`src/rtl/lpmr_pkg.sv`:
```
// ----------------------------------------------------------------------------
// lpmr_pkg
// Shared types and constants of the length-prefixed message ring.
// ----------------------------------------------------------------------------
`default_nettype none

package lpmr_pkg;

  // Ring size in bytes; pointers wrap naturally, so this is a power of two.
  localparam int BUFFER_BYTES = 4096;
  localparam int PTR_W        = $clog2(BUFFER_BYTES);
  localparam int LEN_W        = 12;
  localparam int HDR_BYTES    = 4;

  localparam logic [1:0] KIND_WRITE = 2'd0;
  localparam logic [1:0] KIND_READ  = 2'd1;

  localparam logic [1:0] ST_OK     = 2'd0;
  localparam logic [1:0] ST_NO_MSG = 2'd1;
  localparam logic [1:0] ST_REJECT = 2'd2;
  localparam logic [1:0] ST_QUERY  = 2'd3;

  typedef enum logic [3:0] {
    S_IDLE,
    S_WHDR,
    S_RHDR0,
    S_RHDR1,
    S_RHDR2,
    S_RBYTE,
    S_RDATA,
    S_FIN,
    S_RESP
  } lpmr_state_t;

  typedef struct packed {
    logic [1:0]       kind;
    logic [7:0]       data_byte;
    logic [LEN_W-1:0] msg_length;
    logic [LEN_W-1:0] out_limit;
    logic             peek;
  } lpmr_item_t;

  typedef struct packed {
    logic [1:0]       status;
    logic [7:0]       byte_out;
    logic             byte_valid;
    logic             last;
    logic [LEN_W-1:0] copied_length;
    logic [LEN_W-1:0] used_bytes;
    logic             has_message;
  } lpmr_result_t;

  typedef struct packed {
    logic             we;
    logic [PTR_W-1:0] waddr;
    logic [7:0]       wdata;
    logic [PTR_W-1:0] raddr;
  } lpmr_mem_req_t;

endpackage

`default_nettype wire

```
`src/rtl/lpmr_core.sv`:
```
// ----------------------------------------------------------------------------
// lpmr_core
// Sequencer of the message ring: header writes, header fetches, byte reads
// and the ring pointers.
// ----------------------------------------------------------------------------
`default_nettype none

module lpmr_core (
  input  wire logic                   clk,
  input  wire logic                   rst_n,
  input  wire logic                   item_valid,
  output logic                        item_ready,
  input  wire lpmr_pkg::lpmr_item_t   item,
  output logic                        res_valid,
  input  wire logic                   res_ready,
  output lpmr_pkg::lpmr_result_t      res,
  output lpmr_pkg::lpmr_mem_req_t     mem_req,
  input  wire logic [7:0]             rd_data
);

  import lpmr_pkg::*;

  lpmr_state_t      state_r, state_nxt;
  lpmr_item_t       item_r, item_nxt;
  logic [PTR_W-1:0] rp_r, rp_nxt;
  logic [PTR_W-1:0] wp_r, wp_nxt;
  logic [PTR_W-1:0] wcur_r, wcur_nxt;
  logic [LEN_W-1:0] wleft_r, wleft_nxt;
  logic             wdrop_r, wdrop_nxt;
  logic [PTR_W-1:0] rcur_r, rcur_nxt;
  logic [LEN_W-1:0] rmsg_r, rmsg_nxt;
  logic [LEN_W-1:0] rcopy_r, rcopy_nxt;
  logic             ractive_r, ractive_nxt;
  logic             rpeek_r, rpeek_nxt;
  logic [2:0]       widx_r, widx_nxt;
  logic [7:0]       hdr_lo_r, hdr_lo_nxt;
  logic [1:0]       status_r, status_nxt;
  logic [7:0]       byte_r, byte_nxt;
  logic             bvalid_r, bvalid_nxt;
  logic             last_r, last_nxt;
  logic [LEN_W-1:0] copied_r, copied_nxt;

  logic [PTR_W-1:0] used;
  logic [PTR_W-1:0] free_bytes;
  logic [LEN_W-1:0] mlen;
  logic [LEN_W-1:0] wleft_dec;
  logic [7:0]       hdr_byte;

  assign used       = wp_r - rp_r;
  assign free_bytes = PTR_W'(BUFFER_BYTES - 1) - used;
  assign mlen       = {rd_data[3:0], hdr_lo_r};
  assign wleft_dec  = wleft_r - LEN_W'(1);

  // Header is little-endian; the upper two bytes are always zero.
  always_comb begin
    case (widx_r)
      3'd0:    hdr_byte = item_r.msg_length[7:0];
      3'd1:    hdr_byte = {4'd0, item_r.msg_length[LEN_W-1:8]};
      3'd4:    hdr_byte = item_r.data_byte;
      default: hdr_byte = 8'd0;
    endcase
  end

  always_ff @(posedge clk) begin
    if (!rst_n) begin
      state_r   <= S_IDLE;
      rp_r      <= '0;
      wp_r      <= '0;
      wcur_r    <= '0;
      wleft_r   <= '0;
      wdrop_r   <= 1'b0;
      rcur_r    <= '0;
      rmsg_r    <= '0;
      rcopy_r   <= '0;
      ractive_r <= 1'b0;
      rpeek_r   <= 1'b0;
      widx_r    <= '0;
    end else begin
      state_r   <= state_nxt;
      rp_r      <= rp_nxt;
      wp_r      <= wp_nxt;
      wcur_r    <= wcur_nxt;
      wleft_r   <= wleft_nxt;
      wdrop_r   <= wdrop_nxt;
      rcur_r    <= rcur_nxt;
      rmsg_r    <= rmsg_nxt;
      rcopy_r   <= rcopy_nxt;
      ractive_r <= ractive_nxt;
      rpeek_r   <= rpeek_nxt;
      widx_r    <= widx_nxt;
    end
  end

  always_ff @(posedge clk) begin
    item_r   <= item_nxt;
    hdr_lo_r <= hdr_lo_nxt;
    status_r <= status_nxt;
    byte_r   <= byte_nxt;
    bvalid_r <= bvalid_nxt;
    last_r   <= last_nxt;
    copied_r <= copied_nxt;
  end

  always_comb begin
    state_nxt   = state_r;
    item_nxt    = item_r;
    rp_nxt      = rp_r;
    wp_nxt      = wp_r;
    wcur_nxt    = wcur_r;
    wleft_nxt   = wleft_r;
    wdrop_nxt   = wdrop_r;
    rcur_nxt    = rcur_r;
    rmsg_nxt    = rmsg_r;
    rcopy_nxt   = rcopy_r;
    ractive_nxt = ractive_r;
    rpeek_nxt   = rpeek_r;
    widx_nxt    = widx_r;
    hdr_lo_nxt  = hdr_lo_r;
    status_nxt  = status_r;
    byte_nxt    = byte_r;
    bvalid_nxt  = bvalid_r;
    last_nxt    = last_r;
    copied_nxt  = copied_r;
    item_ready  = 1'b0;
    res_valid   = 1'b0;
    mem_req.we    = 1'b0;
    mem_req.waddr = wcur_r;
    mem_req.wdata = item.data_byte;
    mem_req.raddr = rcur_r;

    case (state_r)
      S_IDLE: begin
        item_ready = 1'b1;
        if (item_valid) begin
          item_nxt   = item;
          status_nxt = ST_OK;
          byte_nxt   = 8'd0;
          bvalid_nxt = 1'b0;
          last_nxt   = 1'b0;
          copied_nxt = '0;
          state_nxt  = S_RESP;
          if (item.kind == KIND_WRITE) begin
            if (wleft_r != '0) begin
              // Continuation of a message: store or discard this byte.
              wleft_nxt = wleft_dec;
              if (wdrop_r) begin
                status_nxt = ST_REJECT;
                if (wleft_dec == '0) begin
                  wdrop_nxt = 1'b0;
                end
              end else begin
                mem_req.we = 1'b1;
                wcur_nxt   = wcur_r + PTR_W'(1);
                if (wleft_dec == '0) begin
                  wp_nxt   = wcur_r + PTR_W'(1);
                  last_nxt = 1'b1;
                end
              end
            end else if ({1'b0, free_bytes} <
                         (LEN_W + 1)'(HDR_BYTES) + {1'b0, item.msg_length}) begin
              status_nxt = ST_REJECT;
              if (item.msg_length > LEN_W'(1)) begin
                wleft_nxt = item.msg_length - LEN_W'(1);
                wdrop_nxt = 1'b1;
              end
            end else begin
              wcur_nxt  = wp_r;
              widx_nxt  = '0;
              state_nxt = S_WHDR;
            end
          end else if (item.kind == KIND_READ) begin
            if (ractive_r) begin
              state_nxt = S_RBYTE;
            end else if (used == '0) begin
              // Whole messages only ever enter the ring, so any data means one waits.
              status_nxt = ST_NO_MSG;
            end else begin
              state_nxt = S_RHDR0;
            end
          end else begin
            status_nxt = ST_QUERY;
          end
        end
      end

      S_WHDR: begin
        mem_req.we    = 1'b1;
        mem_req.wdata = hdr_byte;
        wcur_nxt      = wcur_r + PTR_W'(1);
        widx_nxt      = widx_r + 3'd1;
        if ((widx_r == 3'd3 && item_r.msg_length == '0) || widx_r == 3'd4) begin
          if (item_r.msg_length > LEN_W'(1)) begin
            wleft_nxt = item_r.msg_length - LEN_W'(1);
          end else begin
            wleft_nxt = '0;
            wp_nxt    = wcur_r + PTR_W'(1);
            last_nxt  = 1'b1;
          end
          state_nxt = S_RESP;
        end
      end

      S_RHDR0: begin
        mem_req.raddr = rp_r;
        state_nxt     = S_RHDR1;
      end

      S_RHDR1: begin
        mem_req.raddr = rp_r + PTR_W'(1);
        hdr_lo_nxt    = rd_data;
        state_nxt     = S_RHDR2;
      end

      S_RHDR2: begin
        rcur_nxt    = rp_r + PTR_W'(HDR_BYTES);
        rmsg_nxt    = mlen;
        rcopy_nxt   = (mlen < item_r.out_limit) ? mlen : item_r.out_limit;
        rpeek_nxt   = item_r.peek;
        ractive_nxt = 1'b1;
        state_nxt   = S_RBYTE;
      end

      S_RBYTE: begin
        if (rcopy_r != '0) begin
          mem_req.raddr = rcur_r;
          rcur_nxt      = rcur_r + PTR_W'(1);
          rcopy_nxt     = rcopy_r - LEN_W'(1);
          rmsg_nxt      = rmsg_r - LEN_W'(1);
          state_nxt     = S_RDATA;
        end else begin
          state_nxt = S_FIN;
        end
      end

      S_RDATA: begin
        byte_nxt   = rd_data;
        bvalid_nxt = 1'b1;
        state_nxt  = (rcopy_r == '0) ? S_FIN : S_RESP;
      end

      S_FIN: begin
        copied_nxt = LEN_W'(rcur_r - rp_r - PTR_W'(HDR_BYTES));
        if (!rpeek_r) begin
          rp_nxt = rcur_r + PTR_W'(rmsg_r);
        end
        ractive_nxt = 1'b0;
        rcopy_nxt   = '0;
        rmsg_nxt    = '0;
        rpeek_nxt   = 1'b0;
        last_nxt    = 1'b1;
        state_nxt   = S_RESP;
      end

      S_RESP: begin
        res_valid = 1'b1;
        if (res_ready) begin
          state_nxt = S_IDLE;
        end
      end

      default: begin
        state_nxt = S_IDLE;
      end
    endcase
  end

  always_comb begin
    res.status        = status_r;
    res.byte_out      = byte_r;
    res.byte_valid    = bvalid_r;
    res.last          = last_r;
    res.copied_length = copied_r;
    res.used_bytes    = LEN_W'(used);
    res.has_message   = (used != '0);
  end

endmodule

`default_nettype wire

```
`config.mk`:
```
export PLATFORM = sky130hd
export DESIGN_NAME = lpmr_core
export DESIGN_NICKNAME = d
export VERILOG_FILES = /design/src/rtl/lpmr_pkg.sv /design/src/rtl/lpmr_core.sv
export SDC_FILE = /design/constraint.sdc
export NUM_CORES = 1
export LEC_CHECK = 0
export BUFFER_PORTS_ARGS = -buffer_cell sky130_fd_sc_hd__buf_2
export CORE_MARGIN = 3
export CORE_UTILIZATION = 25
export DETAILED_ROUTE_END_ITERATION = 16
export HOLD_SLACK_MARGIN = 0.08
export PLACE_DENSITY_LB_ADDON = 0.05
export SLEW_MARGIN = 20
export SYNTH_ARGS = -nofsm -noshare
export SYNTH_HDL_FRONTEND = slang
export SYNTH_SLANG_ARGS = --single-unit
```
`constraint.sdc`:
```
create_clock -name clk -period 11.4 [get_ports clk]
set_clock_uncertainty 0.05 [all_clocks]
set_input_delay 2.28 -clock clk [delete_from_list [all_inputs] [get_ports clk]]
set_output_delay 2.28 -clock clk [all_outputs]
set_load 0.01 [all_outputs]
```
==> reports/qor.yml, run 1 <==
cts_tree: "built"
switching_share: 0.442
status: "finished, final reports clean"
port_buffers: 118
min_to: "wp_r[0]"
ios: 119
cp_common_cell: "buf_2"
gp_congestion: 0.833
rows: 77
clk_path_buf_depth: 2
yosysWarnings: 0
first_iter_violations: 577
period_share: 0.507
cts-resized-gates: 0
drt_pass1_iterations: 7
die_h_um: 220
slew_headroom: 0.347
fp.dieArea_um2: 48300
final_core_util: 0.292
grt_max_degree: 69
total_power_mw: 2.51
insertion_delay_ps: 490
post_dp_cell_area_um2: 12500
grt_first_pass_wirelength_um: 63500
synthesis.area_um2: 11400
fp.coreArea_um2: 44700
start_kind: "input pin"
internal-power_mw: 1.40
r2r_end: "wcur_r[0]"
ff2ff_path_depth: 14
cts_setup_buffers: 0
syn_area_per_cell_um2: 8.24
critPathMaxStageDelay_ps: 430
setup_viol: 0
seq_power_share: 0.315
syn_inst: 1388
drive_above_1_share: 0.128
p_per_area_nw_per_um2: 192
critPathKind: "input pin to primary output"
synth_top_flop_cell: "dfxtp_1"
ys_seq_area_frac: 0.335
ys_types: 86
clockPowerShare: 0.224
worstPathCellList: "buf_2 > nor2_1 > nand3_1 > o21ai_0 > buf_2"
cap_violations: 0
antenna_found_initial: 1
vias: 10500
ys_seq_elements: 159
switching_power_mw: 1.11
tns_ps: 0
holdBufCountCts: 0
r2r_start: "rp_r[0]"
cellLeakagePower_nw: 5.20
critPathMaxFanout: 7
worst_pin_slew_ps: 976
wire_per_inst_um: 19.8
numCtsBuffers: 17
crit_path_top_delay_cell: "o21ai_0"
ctsHtreeMaxLevel: 4
hpwl_um: 30500
cts.clk_slew.worst_paths_ps: 60
drc: 0
nFillCells: 4899
vdd_drop_max_uv: 110
min_from: "wp_r[0]"
multi_input_area_um2: 6870
rsz0062_at_grt: "no"
critPathTopFamily: "compound AO/OA/AOI/OAI gates"
clock_sinks: 159
initial_core_util: 0.256
hold_depth: 2
synth_edf_count: 65
die_x_um: 220
cp.required_ps: 9070
hold_class: "flop to flop"
register_area_um2: 3830
grt_pass1_vias: 10300
crit_buf_inv: 2
clockRootBuffer: "clkbuf_16"
syn_nets: 1521
fin_area_um2: 13100
grt-ovfl-total: 0
wirelength_um: 41100
synthToLayoutAreaGrowth_pct: 14.3
grtUsageTotal: 0.174
vias_per_cell: 5.06
ff2ff_setup_slack_ps: 6850
end_kind: "primary output"
worstPathArrival_ps: 3450
comb_power_share: 0.460
period_needed_ps: 5780
hold_violations: 0
postSynth.asyncResetShare: 0
final_antenna_net_count: 0
fin_nets: 1602
max_freq_ghz: 0.173
drv_slew: 0
[synthesized netlist by cell type, types with 10 or more instances]
master,number,area share
nand2_1,131,0.043
nor2_1,116,0.038
inv_1,102,0.033
a21oi_1,94,0.041
dfxtp_1,94,0.16
o21ai_0,90,0.039
ha_1,83,0.091
edfxtp_1,65,0.17
nor3_1,60,0.026
nand3_1,50,0.022
clkbuf_1,48,0.016
xnor2_1,44,0.034
xor2_1,31,0.024
a211oi_1,25,0.016
and3_1,24,0.013
a21o_1,22,0.014
nor4_1,15,0.0082
a22oi_1,14,0.0092
mux2i_1,14,0.012
a31oi_1,13,0.0071
o22ai_1,12,0.0066
o31ai_1,12,0.0079
nor2b_1,11,0.0060
or3_1,11,0.0060
nand3b_1,10,0.0066
o21a_1,10,0.0066
[metal layers]
layer / GRT usage / vias to the layer above / routed length [um]
met5: 0 / - / 13
met4: 0.0436 / 2 / 533
met3: 0.0350 / 28 / 1590
met2: 0.277 / 213 / 18700
met1: 0.242 / 5019 / 20300
li1: - / 5241 / -
[how the worst max path moves through the flow]
stage / start / to / slack [ps] / cells past startpoint
after floorplan: item[34] / mem_req[32] / 6090 / 3
after global placement: item[18] / wcur_r[0] / 5710 / 12
after detailed placement: item[18] / wcur_r[0] / 5680 / 12
after CTS: rp_r[1] / res[0] / 5560 / 9
after global routing: rp_r[1] / res[0] / 5380 / 9
final: item[34] / mem_req[32] / 5620 / 5
[logic make-up (layout without fill, tap and decap cells)]
group                      after synthesis  in the layout  share of synthesized area
adders and majority gates               86             86                     0.0961
other                                    0              2                          0
xor gates and xnor gates                75             75                     0.0574
muxes                                   15             15                     0.0132
DFF                                    159            159                      0.335
and+or+nand+nor                        488            488                      0.209
buffers and inverters                  174            268                     0.0655
AOI/OAI and AO/OA                      391            391                      0.224
[cell type report]
cell class | instances | share of cell area
clock buffer | 21 | 0.0337
multi-input combinational | 1055 | 0.526
clock inverter | 11 | 0.00728
antenna | 2 | 0.000383
timing repair buffer | 132 | 0.0532
sequential | 159 | 0.293
inverter | 104 | 0.0299
tap | 592 | 0.0567
[worst reg2reg max path, stage by stage, from the launching register on]
cell and delay [ps]:
dfxtp_1 650, ha_1 290, fa_1 220, nor2b_1 80, o211ai_1 310, nand3_1 200
and3_1 220, a211oi_1 390, ha_1 330, a22oi_1 190, nand2_1 110, o311a_2 480
a21oi_2 550, a21oi_1 90, o221a_2 290
[sequential cells by signal, indices dropped and copies added (netlist names)]
| register | flops |
|---|---|
| hdr_lo_r | 8 |
| bvalid_r | 1 |
| rcur_r | 12 |
| last_r | 1 |
| wp_r | 12 |
| item_r | 33 |
| copied_r | 12 |
| widx_r | 3 |
| wcur_r | 12 |
| byte_r | 8 |
| status_r | 2 |
| rmsg_r | 12 |
| wleft_r | 12 |
| rcopy_r | 12 |
| state_r | 4 |
| rp_r | 12 |
| ractive_r | 1 |
| wdrop_r | 1 |
| rpeek_r | 1 |
[through the flow]
stage	hold slack, ps	std cells	setup WS (ps)
3_3_place_gp	407	2042	5710
5_1_grt	463	2074	5380
4_1_cts	432	2074	5560
3_5_place_dp	423	2042	5680
2_1_floorplan	395	1388	6090
6_report	431	2076	5620
[power groups by stage]
stage / registers [mW] / logic (mW) / clock network [mW]
6_report: 0.791 / 1.15 / 0.563
5_1_grt: 0.806 / 1.28 / 0.606
2_1_floorplan: 0.773 / 0.831 / 0
3_3_place_gp: 0.806 / 1.17 / 0
4_1_cts: 0.792 / 1.16 / 0.589
3_5_place_dp: 0.804 / 1.15 / 0
[layout by cell type, fill, tap and decap left out, types with 10 or more instances in the layout]
| cell | Yosys | layout |
|---|---|---|
| a211oi_1 | 25 | 24 |
| a21o_1 | 22 | 22 |
| a21oi_1 | 94 | 93 |
| a22oi_1 | 14 | 14 |
| a31oi_1 | 13 | 13 |
| and3_1 | 24 | 24 |
| buf_2 | 6 | 118 |
| buf_4 | 4 | 14 |
| clkbuf_16 | 0 | 17 |
| dfxtp_1 | 94 | 94 |
| edfxtp_1 | 65 | 65 |
| ha_1 | 83 | 83 |
| inv_1 | 102 | 102 |
| mux2i_1 | 14 | 14 |
| nand2_1 | 131 | 131 |
| nand3_1 | 50 | 50 |
| nand3b_1 | 10 | 10 |
| nor2_1 | 116 | 115 |
| nor2b_1 | 11 | 11 |
| nor3_1 | 60 | 60 |
| nor4_1 | 15 | 15 |
| o21a_1 | 10 | 10 |
| o21ai_0 | 90 | 90 |
| o22ai_1 | 12 | 12 |
| o31ai_1 | 12 | 12 |
| or3_1 | 11 | 11 |
| xnor2_1 | 44 | 44 |
| xor2_1 | 31 | 31 |
Note: power is estimated with default switching activity, not from simulation.
==> run 2: changes to the inputs <==
ABC_AREA = 1   (was unset)
clock period = 5.7 ns   (was 11.4 ns; I/O delays follow)
==> run 2 against run 1 <==
Against the previous run:
- worst setup slack lost 4100 ps
- routed wire length grew 0.73%
- core utilization shrank 0.11 points
- clock power grew 100%
- synthesized cell count grew 15%
- total power grew 130%
==> reports/qor.yml, run 2 <==
yosys.area_share.simple: 0.240  # was 0.209
rsz0062_at_grt: "no"  # unchanged
critPathMaxFanout: 8  # was 7
fin_area_um2: 13300  # was 13,100 um^2
critPathMaxStageDelay_ps: 480  # was 430 ps
period_needed_ps: 4210
drt_pass1_iterations: 5  # was 7
syn_area_per_cell_um2: 7.23  # was 8.24 um^2
synth_top_flop_cell: "dfxtp_1"  # unchanged
synth_top_family_by_area: "simple AND/OR/NAND/NOR gates"  # was compound AO/OA/AOI/OAI gates
wirelength_um: 41400  # was 41,100 um
worstPathArrival_ps: 3020  # was 3450 ps
cts_tree: "built"  # unchanged
die_h_um: 221  # was 220 um
clock_sinks: 159  # unchanged
hpwl_um: 31800  # was 30,500 um
synthesis.area_um2: 11600  # was 11,400 um^2
cts.clk_slew.worst_paths_ps: 80  # was 60 ps
cts-resized-gates: 0  # unchanged
fp.coreArea_um2: 45600  # was 44,700 um^2
fin_ws_ps: 1490  # was 5620 ps
holdBufCountCts: 0  # unchanged
syn_inst: 1603  # was 1,388
gp_congestion: 0.857  # was 0.833
yosysWarnings: 0  # unchanged
die_x_um: 221  # was 220 um
synthToLayoutAreaGrowth_pct: 14.6  # was 14.3%
largest_reg_flops: 33  # unchanged
crit_path_top_delay_cell: "dfxtp_1"  # was o21ai_0
start_kind: "flop"  # was input pin
multi_input_area_um2: 6530  # was 6870 um^2
synth_top_cell_by_area: "edfxtp_1"  # unchanged
cts_setup_buffers: 0  # unchanged
worst_pin_slew_ps: 944  # was 976 ps
ff2ff_setup_slack_ps: 1930  # was 6850 ps
syn_nets: 1736  # was 1,521
synth_edf_count: 65  # unchanged
regMostFlops: "item_r"  # unchanged
critPathKind: "flop to primary output"  # was input pin to primary output
status: "finished, final reports clean"  # unchanged
setup_viol: 0  # unchanged
antenna_found_initial: 0  # was 1
synthTopCellsByArea: "edfxtp_1 17%, dfxtp_1 16%, nand2_1 9.7%"  # was edfxtp_1 17%, dfxtp_1 16%, ha_1 9.1%
clk_path_buf_depth: 2  # unchanged
diodes: 0  # was 2
post-place-ws_ps: 1760  # was 5680 ps
wire_per_inst_um: 17.9  # was 19.8 um
worstPathCellList: "ha_1 > fa_1 > inv_1 > nand3_1 > nand2_1 > nand2_1 > nand2_1 > nand2_1 > nand2_1 > inv_1 > nor4_1 > nand4_1 > buf_2"  # was buf_2 > nor2_1 > nand3_1 > o21ai_0 > buf_2
first_iter_violations: 601  # was 577
ys_types: 60  # was 86
final_antenna_net_count: 0  # unchanged
cp.required_ps: 4510  # was 9070 ps
drive_above_1_share: 0.127  # was 0.128
final_common_cell: "nand2_1"  # unchanged
max_freq_ghz: 0.237
drc: 0  # unchanged
yosys.area_share.adder: 0.0948  # was 0.0961
final_cell_mix: "298 x nand2_1, 239 x inv_1, 141 x a21oi_1"  # was 131 x nand2_1, 118 x buf_2, 115 x nor2_1
period_share: 0.739
numCtsBuffers: 17  # unchanged
nFillCells: 5045  # was 4,899
hold_class: "flop to flop"  # unchanged
postSynth.asyncResetShare: 0  # unchanged
post_dp_cell_area_um2: 12700  # was 12,500 um^2
vias: 10900  # was 10,500
ys_seq_elements: 159  # unchanged
vdd_drop_max_uv: 278  # was 110 uV
synthMuxAreaShare: 0.000864  # was 0.0132
yosysMostFrequentCell: "nand2_1"  # unchanged
end_kind: "primary output"  # unchanged
vias_per_cell: 4.71  # was 5.06
cellLeakagePower_nw: 6.12  # was 5.20 nW
p_per_area_nw_per_um2: 439  # was 192 nW/um^2
fp.dieArea_um2: 49000  # was 48,300 um^2
rows: 78  # was 77
insertion_delay_ps: 500  # was 490 ps
tns_ps: 0  # unchanged
yosysTopAreaCellShare: 0.168  # was 0.171
synth_commonest_cells: "298 x nand2_1, 239 x inv_1, 141 x a21oi_1"  # was 131 x nand2_1, 116 x nor2_1, 102 x inv_1
port_buffers: 118  # unchanged
grtUsageTotal: 0.171  # was 0.174
ctsHtreeMaxLevel: 4  # unchanged
grt-ovfl-total: 0  # unchanged
ys_seq_area_frac: 0.331  # was 0.335
fin_nets: 1832  # was 1,602
hold_violations: 0  # unchanged
cp_common_cell: "nand2_1"  # was buf_2
slew_headroom: 0.369  # was 0.347
grt_max_degree: 38  # was 69
grt_pass1_vias: 10600  # was 10,300
register_area_um2: 3830  # unchanged
synth_compound_area_frac: 0.176  # was 0.224
ios: 119  # unchanged
clockRootBuffer: "clkbuf_16"  # unchanged
grt_first_pass_wirelength_um: 64400  # was 63,500 um
synth_xor_area_frac: 0.0504  # was 0.0574
initial_core_util: 0.254  # was 0.256
cap_violations: 0  # unchanged
drv_slew: 0  # unchanged
-- run 2: cell count changes in the layout (fill, tap and decap cells not counted), moves of 24 or more --
| cell | delta |
|---|---|
| nand2_1 | +167 |
| inv_1 | +137 |
| a21oi_1 | +48 |
| nand3_1 | +37 |
| xnor2_1 | -30 |
| nor3_1 | -27 |
| and3_1 | -24 |
-- run 2: layout make-up --
class	count	share of cell area
multi-input combinational	1139	0.492
sequential	159	0.289
inverter	256	0.0726
tap	600	0.0566
timing repair buffer	126	0.0493
clock buffer	18	0.0331
clock inverter	14	0.00782
-- run 2: cells by family after synthesis --
kind of cell | count (synthesis)
AND/OR/NAND/NOR | 626
AO/OA/AOI/OAI | 361
buffers and inverters | 305
flip-flops | 159
adder cells (fa/ha/maj) | 86
XOR/XNOR | 65
multiplexers | 1
-- run 2: routing by layer --
metal,track usage,wire [um],up-vias
met1,0.246,21000,5118
met4,0.0434,576,0
li1,-,-,5544
met3,0.0350,1760,30
met2,0.261,18000,204
met5,0,0,-
-- run 2: path summary, 6_finish.rpt --
| check | startpoint | to | depth (start not counted) |
|---|---|---|---|
| min | rpeek_r | rpeek_r | 2 |
| max | rp_r[0] | res[0] | 13 |
| min reg2reg | rpeek_r | rpeek_r | 2 |
| max reg2reg | rp_r[9] | wcur_r[3] | 20 |
-- run 2: critical path: cells and delay by family (launching register included) --
family                   cells  cell delay [ps]
adder cells (fa/ha/maj)      2              770
buffers and inverters        3              360
flip-flops                   1              480
AND/OR/NAND/NOR              8              910
-- run 2: through the flow --
step / utilization / hold WS (ps) / total power [mW] / std cells
3_3_place_gp: 0.279 / 413 / 4.76 / 2279
4_1_cts: 0.291 / 437 / 5.92 / 2311
6_report: 0.291 / 432 / 5.83 / 2312
3_5_place_dp: 0.279 / 425 / 4.73 / 2279
2_1_floorplan: - / 400 / 3.80 / 1603
5_1_grt: 0.291 / 473 / 6.40 / 2312
-- run 2: where the power goes --
group	internal, mW	switching [mW]	leakage, nW	total (mW)
sequential	1.40	0.136	1.39	1.54
combinational	0.991	2.16	4.47	3.15
clock	0.574	0.566	0.270	1.14
==> run 3: changes to the inputs <==
ABC_AREA = 0   (was 1)
clock period = 4.1 ns   (was 5.7 ns; I/O delays follow)
==> run 3 against run 2 <==
Against the previous run:
- hold slack worse by 7.0 ps
- core utilization up 0.92 points
- critical path depth down 5
- global-route usage up 0.61 points
- count of clock-buffer cells in the layout down 1
- worst setup slack worse by 1200 ps
- die area down 1.3%
- routed wire length up 0.67%
- design area up 1.2%
- final cell count down 8.8%
- critical path type unchanged
==> reports/qor.yml, run 3 (same netlist as run 1, synthesis figures left out) <==
cts_tree: "built"  # unchanged
final_cell_mix: "131 x nand2_1, 118 x buf_2, 115 x nor2_1"  # was 298 x nand2_1, 239 x inv_1, 141 x a21oi_1
internal-power_mw: 4.13  # was 2.97 mW
final_common_cell: "nand2_1"  # unchanged
post-place-ws_ps: 72.0  # was 1760 ps
antenna_found_initial: 1  # was 0
cts_setup_buffers: 0  # unchanged
fp.coreArea_um2: 44700  # was 45,600 um^2
fp.dieArea_um2: 48300  # was 49,000 um^2
hold_class: "flop to flop"  # unchanged
status: "finished, final reports clean"  # unchanged
drc: 0  # unchanged
clockPowerShare: 0.247  # was 0.195
first_iter_violations: 584  # was 601
final_antenna_net_count: 0  # unchanged
register_area_um2: 3830  # unchanged
fin_ws_ps: 262  # was 1490 ps
worstPathArrival_ps: 2970  # was 3020 ps
hpwl_um: 31300  # was 31,800 um
gp_congestion: 0.834  # was 0.857
port_buffers: 118  # unchanged
clockRootBuffer: "clkbuf_16"  # unchanged
vias_per_cell: 5.02  # was 4.71
cp.required_ps: 3230  # was 4510 ps
synthToLayoutAreaGrowth_pct: 17.5  # was 14.6%
period_needed_ps: 3840
total_power_mw: 7.30  # was 5.83 mW
period_share: 0.936
ios: 119  # unchanged
rsz0062_at_grt: "no"  # unchanged
switching_share: 0.434  # was 0.491
drt_pass1_iterations: 5  # unchanged
grtUsageTotal: 0.177  # was 0.171
end_kind: "primary output"  # unchanged
max_freq_ghz: 0.261
hold_violations: 0  # unchanged
worst_pin_slew_ps: 832  # was 944 ps
tns_ps: 0  # unchanged
switching_power_mw: 3.17  # was 2.86 mW
die_h_um: 220  # was 221 um
wire_per_inst_um: 19.8  # was 17.9 um
rows: 77  # was 78
multi_input_area_um2: 6870  # was 6530 um^2
cts.clk_slew.worst_paths_ps: 80  # about the same
seq_power_share: 0.300  # was 0.264
grt-ovfl-total: 0  # unchanged
setup_viol: 0  # unchanged
ctsHtreeMaxLevel: 4  # unchanged
regMostFlops: "item_r"  # unchanged
numCtsBuffers: 17  # unchanged
critPathMaxFanout: 7  # was 8
wirelength_um: 41700  # was 41,400 um
insertion_delay_ps: 500  # about the same
clk_path_buf_depth: 2  # unchanged
comb_power_share: 0.454  # was 0.541
slew_headroom: 0.431  # was 0.369
cellLeakagePower_nw: 5.43  # was 6.12 nW
nFillCells: 4900  # was 5,045
final_cells: 2109  # was 2,312
cap_violations: 0  # unchanged
initial_core_util: 0.256  # was 0.254
grt_first_pass_wirelength_um: 64600  # was 64,400 um
grt_pass1_vias: 10500  # was 10,600
vias: 10600  # was 10,900
critPathKind: "flop to primary output"  # unchanged
drv_slew: 0  # unchanged
die_x_um: 220  # was 221 um
diodes: 0  # unchanged
drive_above_1_share: 0.153  # was 0.127
largest_reg_flops: 33  # unchanged
fin_nets: 1637  # was 1,832
vdd_drop_max_uv: 315  # was 278 uV
start_kind: "flop"  # unchanged
clock_sinks: 159  # unchanged
p_per_area_nw_per_um2: 544  # was 439 nW/um^2
grt_max_degree: 37  # was 38
dp.cells: 2077  # was 2,279
[run 3: cell types whose count changed in the layout (fill, tap and decap cells not counted), moves of 20 or more]
cell / previous run / this run
nand2_1: 298 / 131
buf_4: 7 / 48
nor2_1: 136 / 115
nor3_1: 33 / 60
inv_1: 239 / 102
and3_1: 0 / 24
xnor2_1: 14 / 44
a21oi_1: 141 / 94
nand3_1: 87 / 50
o21ai_1: 29 / 9
[run 3: layout make-up]
type                    instances  share of cell area
clock buffers                  17              0.0317
clock inverters                15              0.0149
inverters                     104              0.0291
multi-input cells            1055               0.512
flip-flops and latches        159               0.285
well taps                     592              0.0551
repair buffers                167              0.0723
[run 3: layer usage]
metal	GRT usage	up-vias	wire [um]	share of wire
li1	-	5293	-	-
met1	0.246	5027	20400	0.49
met2	0.278	236	18900	0.45
met3	0.0389	25	1860	0.045
met4	0.0449	2	568	0.014
met5	0	-	13	0.00031
[run 3: timing repair]
item	in CTS	in global routing
hold buffers	0	0
endpoints found under the setup margin	0	31
gates resized for setup	0	5
[run 3: worst paths after layout]
| kind | depth (start not counted) | from | end | slack [ps] |
|---|---|---|---|---|
| setup / recovery | 8 | wleft_r[0] | mem_req[32] | 260 |
| hold / removal | 2 | wp_r[0] | wp_r[0] | 420 |
| setup reg to reg | 16 | wp_r[0] | wcur_r[0] | 280 |
| hold reg to reg | 2 | wp_r[0] | wp_r[0] | 420 |
[run 3: critical path: stages, from the launching register on]
cell and delay [ps]:
dfxtp_1 450, inv_1 100, ha_1 250, nor3b_1 150, buf_4 160, nand4_1 130
or2b_2 340, o21ai_0 620, buf_2 260
[run 3: metrics by stage]
step	utilization	hold WS [ps]	cell area, um^2
after floorplan	-	395	11400
after CTS	0.300	399	13400
after global routing	0.301	408	13400
final	0.301	425	13400
after global placement	0.286	406	12800
after detailed placement	0.286	416	12800
[run 3: power groups by stage]
stage | Sequential [mW] | Clock [mW] | Combinational [mW]
global placement | 2.23 | 0 | 3.39
CTS | 2.19 | 1.87 | 3.35
detailed placement | 2.23 | 0 | 3.34
global route | 2.23 | 1.93 | 3.70
finish | 2.19 | 1.80 | 3.31
floorplan | 2.15 | 0 | 2.31
